$ cat config.mk
export PLATFORM = sky130hd
export DESIGN_NAME = hsr_ctrl
export DESIGN_NICKNAME = d
export VERILOG_FILES = /design/src/hw/rtl/hsr_pkg.sv /design/src/hw/rtl/hsr_ctrl.sv
export SDC_FILE = /design/constraint.sdc
export NUM_CORES = 1
export LEC_CHECK = 0
export ABC_AREA = 1
export ABC_CLOCK_PERIOD_IN_PS = 1900
export BUFFER_PORTS_ARGS = -buffer_cell sky130_fd_sc_hd__buf_4
export CORE_ASPECT_RATIO = 1.75
export CORE_MARGIN = 3
export CORE_UTILIZATION = 53
export DETAILED_ROUTE_END_ITERATION = 7
export PLACE_DENSITY = 0.75
export SYNTH_ARGS = -nofsm -noshare
export SYNTH_HDL_FRONTEND = slang
export SYNTH_SLANG_ARGS = --single-unit
export TNS_END_PERCENT = 50
$ cat constraint.sdc
create_clock -name clk_i -period 1.9 [get_ports clk_i]
set_input_delay 0.57 -clock clk_i [delete_from_list [all_inputs] [get_ports clk_i]]
set_output_delay 0.57 -clock clk_i [all_outputs]
set_load 0.02 [all_outputs]
$ cat src/hw/rtl/hsr_pkg.sv
// shared constants, codes and word types of the handle slot registry
`timescale 1ns / 1ps
package hsr_pkg;

  localparam int unsigned SLOTS   = 1024;
  localparam int unsigned SLOT_W  = $clog2(SLOTS);
  localparam int unsigned CNT_W   = SLOT_W + 1;
  localparam int unsigned FREED_W = 11;
  localparam logic [FREED_W-1:0] FREED_MAX = '1;

  localparam logic [1:0] OP_CREATE      = 2'd0;
  localparam logic [1:0] OP_LOOKUP      = 2'd1;
  localparam logic [1:0] OP_DESTROY     = 2'd2;
  localparam logic [1:0] OP_DESTROY_ALL = 2'd3;

  localparam logic [1:0] STATUS_OK        = 2'd0;
  localparam logic [1:0] STATUS_FULL      = 2'd1;
  localparam logic [1:0] STATUS_NOT_FOUND = 2'd2;

  typedef struct packed {
    logic [1:0]  op;
    logic [31:0] owner_id;
    logic [31:0] target_id;
    logic [15:0] size_w;
    logic [15:0] size_h;
    logic [31:0] param_word;
  } req_t;

  typedef struct packed {
    logic [1:0]         status;
    logic [31:0]        result_id;
    logic [31:0]        result_owner;
    logic [15:0]        result_w;
    logic [15:0]        result_h;
    logic [31:0]        result_param;
    logic [FREED_W-1:0] freed_count;
  } rsp_t;

  typedef struct packed {
    logic        active;
    logic [31:0] ident;
    logic [31:0] owner;
  } slot_t;

  typedef struct packed {
    logic [15:0] size_w;
    logic [15:0] size_h;
    logic [31:0] param;
  } body_t;

  typedef struct packed {
    logic              load;
    logic              clear;
    logic [SLOT_W-1:0] addr;
    logic              cmp_vld;
    logic [SLOT_W-1:0] cmp_idx;
  } cmd_t;

endpackage

$ cat src/hw/rtl/hsr_ctrl.sv
// controller: clearing pass, table scan sequencing and result strobe
`timescale 1ns / 1ps
module hsr_ctrl (
  input  logic          clk_i,
  input  logic          rst_ni,
  input  logic          start,
  output logic          busy,
  output logic          done_o,
  output hsr_pkg::cmd_t cmd_o
);
  import hsr_pkg::*;

  localparam logic [1:0] S_CLEAR = 2'd0;
  localparam logic [1:0] S_IDLE  = 2'd1;
  localparam logic [1:0] S_SCAN  = 2'd2;
  localparam logic [1:0] S_DONE  = 2'd3;

  logic [1:0]        state_q, state_d;
  logic [CNT_W-1:0]  cnt_q, cnt_d;
  logic              cmp_vld_q, cmp_vld_d;
  logic [SLOT_W-1:0] cmp_idx_q;

  always_comb begin
    state_d = state_q;
    cnt_d   = cnt_q;
    case (state_q)
      S_CLEAR: begin
        cnt_d = cnt_q + 1'b1;
        if (cnt_q == CNT_W'(SLOTS - 1)) begin
          state_d = S_IDLE;
          cnt_d   = '0;
        end
      end
      S_IDLE: begin
        if (start) begin
          state_d = S_SCAN;
          cnt_d   = '0;
        end
      end
      S_SCAN: begin
        if (cnt_q == CNT_W'(SLOTS)) begin
          state_d = S_DONE;
        end else begin
          cnt_d = cnt_q + 1'b1;
        end
      end
      S_DONE: begin
        state_d = S_IDLE;
      end
      default: begin
        state_d = S_IDLE;
      end
    endcase
  end

  assign cmp_vld_d = (state_q == S_SCAN) && (cnt_q != CNT_W'(SLOTS));

  always_ff @(posedge clk_i or negedge rst_ni) begin
    if (!rst_ni) begin
      state_q   <= S_CLEAR;
      cnt_q     <= '0;
      cmp_vld_q <= 1'b0;
    end else begin
      state_q   <= state_d;
      cnt_q     <= cnt_d;
      cmp_vld_q <= cmp_vld_d;
    end
  end

  always_ff @(posedge clk_i) begin
    cmp_idx_q <= cnt_q[SLOT_W-1:0];
  end

  assign busy   = (state_q != S_IDLE);
  assign done_o = (state_q == S_DONE);

  assign cmd_o.load    = (state_q == S_IDLE) && start;
  assign cmd_o.clear   = (state_q == S_CLEAR);
  assign cmd_o.addr    = cnt_q[SLOT_W-1:0];
  assign cmd_o.cmp_vld = cmp_vld_q;
  assign cmd_o.cmp_idx = cmp_idx_q;

endmodule

# Word-level counts from Yosys, hierarchy flattened
# Cells that the tools add are included.
totals:
  in_bits: 3
  ff_bits: 24
  out_inout_bits: 25
  elab_cells: 30
classes:
  reduce_logical: 6
  addsub: 1
  muxes: 8
  n_eq_ne: 11
op_table:
  columns: ["operator", "count"]
  rows:
  - ["11-bit 2-to-1 mux", 3]
  - ["11-bit one-hot mux with 3 select lines", 1]
  - ["11-bit by 1-bit adder with 11-bit output (second input constant)", 1]
  - ["11-bit by 10-bit equality test with 1-bit output (second input constant)", 1]
  - ["11-bit equality test (second input constant)", 1]
  - ["11-bit != test (second input constant)", 1]
  - ["2-bit one-hot mux with 4 select lines", 1]
  - ["2-bit 2-to-1 mux", 3]
  - ["2-bit != test (second input constant)", 3]
  - ["3-bit AND reduction", 2]
  - ["2-bit equality test (second input constant)", 2]
  - ["2-bit by 1-bit != test with 1-bit output (second input constant)", 2]
  - ["3-bit nonzero test", 1]
  - ["2-bit by 1-bit equality test with 1-bit output (second input constant)", 1]
  - ["1-bit logical AND", 2]
  - ["2-bit zero test", 1]

# Longest topological paths before layout
depth:
  word_depth: 3
  ltp_mapped: 10
  depth_no_buf: 10

# Worst setup path after synthesis
# OpenSTA, ideal clock, no wires.
synth_timing:
  path_type: "reg-to-output"
  startpoint: "reg state_q[1]"
  endpoint: "out cmd_o[22] (netlist bit)"
  path_slack_ps: 429
  required_ps: 1330
  n_path_buf: 0
  arrival_ps: 901
  path_stages_with_launch: 5
  path_cell_list: "dfrtp_1 -> inv_1 -> ha_1 -> nand2_1 -> inv_1"
synth_rtl:
  columns: ["element", "line_no", "rtl"]
  rows:
  - ["from (decl)", "hsr_ctrl.sv:18", "logic [1:0] state_q, state_d;"]
  - ["from (signal assigned)", "hsr_ctrl.sv:64", "state_q <= state_d;"]
  - ["to (decl)", "hsr_ctrl.sv:9", "output hsr_pkg::cmd_t cmd_o"]

==> summary.md <==
| Metric | Value |
|---|---|
| Cell-internal power | `791.7 uW` |
| Root Driver | `sky130_fd_sc_hd__clkbuf_8` |
| Largest area contributor in the netlist | `sky130_fd_sc_hd__dfrtp_1` |
| Cell-by-cell trace of the critical path | `inv_1, ha_4, nand2_1, inv_1, buf_4` |
| Via Count | `1072` |
| Count of H-tree levels built during CTS | `1` |
| Slew @ Worst Pin | `349.4 ps` |
| Number of placement rows | `23` |
| Via density per instance | `5.154` |
| Mapped Avg Cell Area | `8.141 sq um` |
| Worst setup path category | `flop to primary output` |
| Leading cell type by number of instances after synthesis | `sky130_fd_sc_hd__nand2_1` |
| Post-CTS setup buffers | `0` |
| Leading post-synthesis cells by instance count | `sky130_fd_sc_hd__nand2_1 (40), sky130_fd_sc_hd__inv_1 (21), sky130_fd_sc_hd__dfrtp_1 (14), sky130_fd_sc_hd__nor2_1 (12), sky130_fd_sc_hd__buf_4 (11)` |
| Worst-case vdd ir drop | `0.4491 mV` |
| Nets in the synthesized netlist | `171` |
| CTS Buffer Depth | `2` |
| CTS tree | `yes` |
| Time the final worst path needs with I/O delays and setup | `1790 ps` |
| Critical Path Source Type | `flop` |
| Dpl ws | `309.5 ps` |
| Number of inserted diodes | `0` |
| Data arrival time of the critical path | `1220 ps` |
| HPWL after DPL | `2130 um` |
| Area fraction of the dominant cell type after synthesis | `26.57%` |
| Fraction of layout instances using a drive strength above 1 | `27.32%` |
| Sequential group share of total power | `52.9%` |
| Maximum cell stage delay along the critical path | `430 ps` |
| I/O pins | `28` |
| Non-Filler Cell Area, Final | `1562 sq um` |
| Setup tns final | `0 ps` |
| Gr ovfl total | `0` |
| Worst setup slack after layout | `110.4 ps` |
| Area delta synth->final | `18.41%` |
| Global router's overall resource usage | `19.50%` |
| Cell with the largest stage delay on the worst path | `sky130_fd_sc_hd__dfrtp_1` |
| Number of enable-type register cells in the synthesized netlist | `0` |
| Final critical-path share of the clock period | `94.19%` |
| Clock Pin Slew Worst Setup and Hold Paths | `80 ps` |
| Power density cells | `613.7 nW/um^2` |
| Sequential-to-total area share from yosys stat | `41.75%` |
| Die outline height | `71.99 um` |
| Routability congestion estimate | `0.8878` |
| Die Area | `3146 sq um` |
| Hold/Removal Path Class | `input pin to async pin` |
| Critical R2R Launch | `state_q[0]` |
| First-pass GRT wire length | `4740 um` |
| Setup Skew | `3.749 ps` |
| Max Cap Violations | `0` |
| DR WL/cell | `12.88 um` |
| Die Width | `43.71 um` |
| Crit path required time | `1330 ps` |
| Number of hold violations in the final report | `0` |
| Upper clock frequency limit | `558.8 MHz` |
| Area after detailed placement | `1478 sq um` |
| Starting density of the core | `56.58%` |
| Final ANT Viol Nets | `0` |
| Setup crit start | `state_q[1]` |
| Detailed-router iteration count before antenna repair | `4` |
| Antenna violations before repair | `0` |
| Core Box Area | `2331 sq um` |
| Final setup viols | `0` |
| Rel. slew slack | `76.71%` |
| Crit path top cell by count | `sky130_fd_sc_hd__inv_1` |
| Share of power burned in the clock network | `46.0%` |
| Vias in the first global route | `1148` |
| Most instantiated flip-flop cell in the synthesis netlist | `sky130_fd_sc_hd__dfrtp_1` |
| Leakage power summed over all cells | `0.0008137 uW` |
| Net total in the final layout | `193` |
| Sw Pwr | `166.7 uW` |
| Setup repair after global routing missed its margin | `false` |
| Post-route DRC | `0` |
| #FFs+latches synth | `24` |
| Post-synthesis instance area | `1319 sq um` |
| Port buffer count | `27` |
| Maximum number of pins on one net before global-route repair | `15` |
| Crit. End Element | `primary output` |
| Switch share | `17.39%` |
| Share of power burned in combinational logic | `1.1%` |
| Insertion delay to the later sink of the worst-skew pair | `270 ps` |
| Number of instances in the synthesized netlist | `162` |
| Number of sinks driven by the clock tree | `24` |
| Async set-or-reset flop fraction in the synthesized netlist | `58.33%` |
| Overall routed net length | `2680 um` |
| Critical path peak fanout | `4` |
| CTS buffer count | `3` |
| Outcome | `finished clean` |
| DRT iter0 DRCs | `20` |
| Distinct cell type count of the synthesized netlist | `25` |
| Slew Limit Fails | `0` |
| Number of warning messages in the yosys log | `0` |
| Synth area leaders | `sky130_fd_sc_hd__dfrtp_1 (27%), sky130_fd_sc_hd__dfxtp_1 (15%), sky130_fd_sc_hd__nand2_1 (11%)` |
[per-layer routing]
metal	track usage (%)	routed length, um	vias up
li1	-	-	541
met1	18.47	1003	503
met2	38.31	1525	23
met3	2.233	91	5
met4	9.732	60	0
met5	0	0	-
[cells by family after synthesis]
logic type	after synthesis	share of synthesized area, %
buf+inv	34	13.00
xor+xnor	4	2.657
compound gates	15	7.305
simple gates	79	29.60
fa+ha+maj	6	5.692
flops	24	41.75
[final timing paths]
check                               end  slack [ps]  depth (start not counted)
setup / recovery              cmd_o[22]         110                          5
hold / removal                 cnt_q[6]         140                          1
setup reg to reg               cnt_q[1]         240                          8
hold reg to reg            cmp_idx_q[9]         480                          0
max in group asynchronous      cnt_q[0]        1590                          1
min in group clk_i         cmp_idx_q[9]         480                          0
[registers in the layout, summed over array words and instances (netlist names)]
name,cells
state_q,2
cmp_idx_q,10
cmp_vld_q,1
cnt_q,11
[power by group through the flow]
stage	clock [uW]	sequential [uW]	combinational, uW
finish	441	507	10.7
global route	471	507	12.5
CTS	451	507	11.6
detailed placement	0	518	11.6
global placement	0	518	11.2
floorplan	0	518	1.06
[stage by stage]
stage / std cells / power, uW / hold slack, ps / utilization (%)
6_report: 208 / 958.4 / 136.8 / 66.99
5_1_grt: 208 / 990.9 / 137.2 / 66.99
4_1_cts: 208 / 969.7 / 141.3 / 66.45
3_5_place_dp: 204 / 529.5 / 437.4 / 63.39
3_3_place_gp: 204 / 529.0 / 432.6 / 63.39
2_1_floorplan: 162 / 519.0 / 274.4 / -
[cell usage in the layout, fill, tap and decap left out, drive strengths merged]
| cell | n |
|---|---|
| nand2 | 44 |
| buf | 28 |
| inv | 23 |
| nor2 | 18 |
| dfrtp | 14 |
| o21ai | 11 |
| dfxtp | 10 |
| nand3 | 10 |
| nand4 | 7 |
| ha | 6 |
| xnor2 | 3 |
| clkbuf | 3 |
| a21oi | 2 |
| o211ai | 1 |
| xor2 | 1 |
| a211oi | 1 |
| bufinv | 1 |
[critical path, delay by kind of cell (launching register included)]
kind          cells  cell delay, ps
fa+ha+maj         1             170
buf+inv           3             310
flops             1             430
simple gates      1              50
[cell type report]
type	instances	area [sq um]
fill	187	769.5
multi-input combinational	104	609.3
sequential	24	550.5
timing repair buffer	28	210.2
inverter	23	88.84
clock buffer	3	41.29
tap	25	31.28
clock inverter	1	30.03
[timing repair]
item	in CTS	in global routing
endpoints found under the hold margin	0	0
hold buffers	0	0
setup endpoints to repair	0	2
gates resized for setup	0	2
Power figures use the tool's default switching activity.
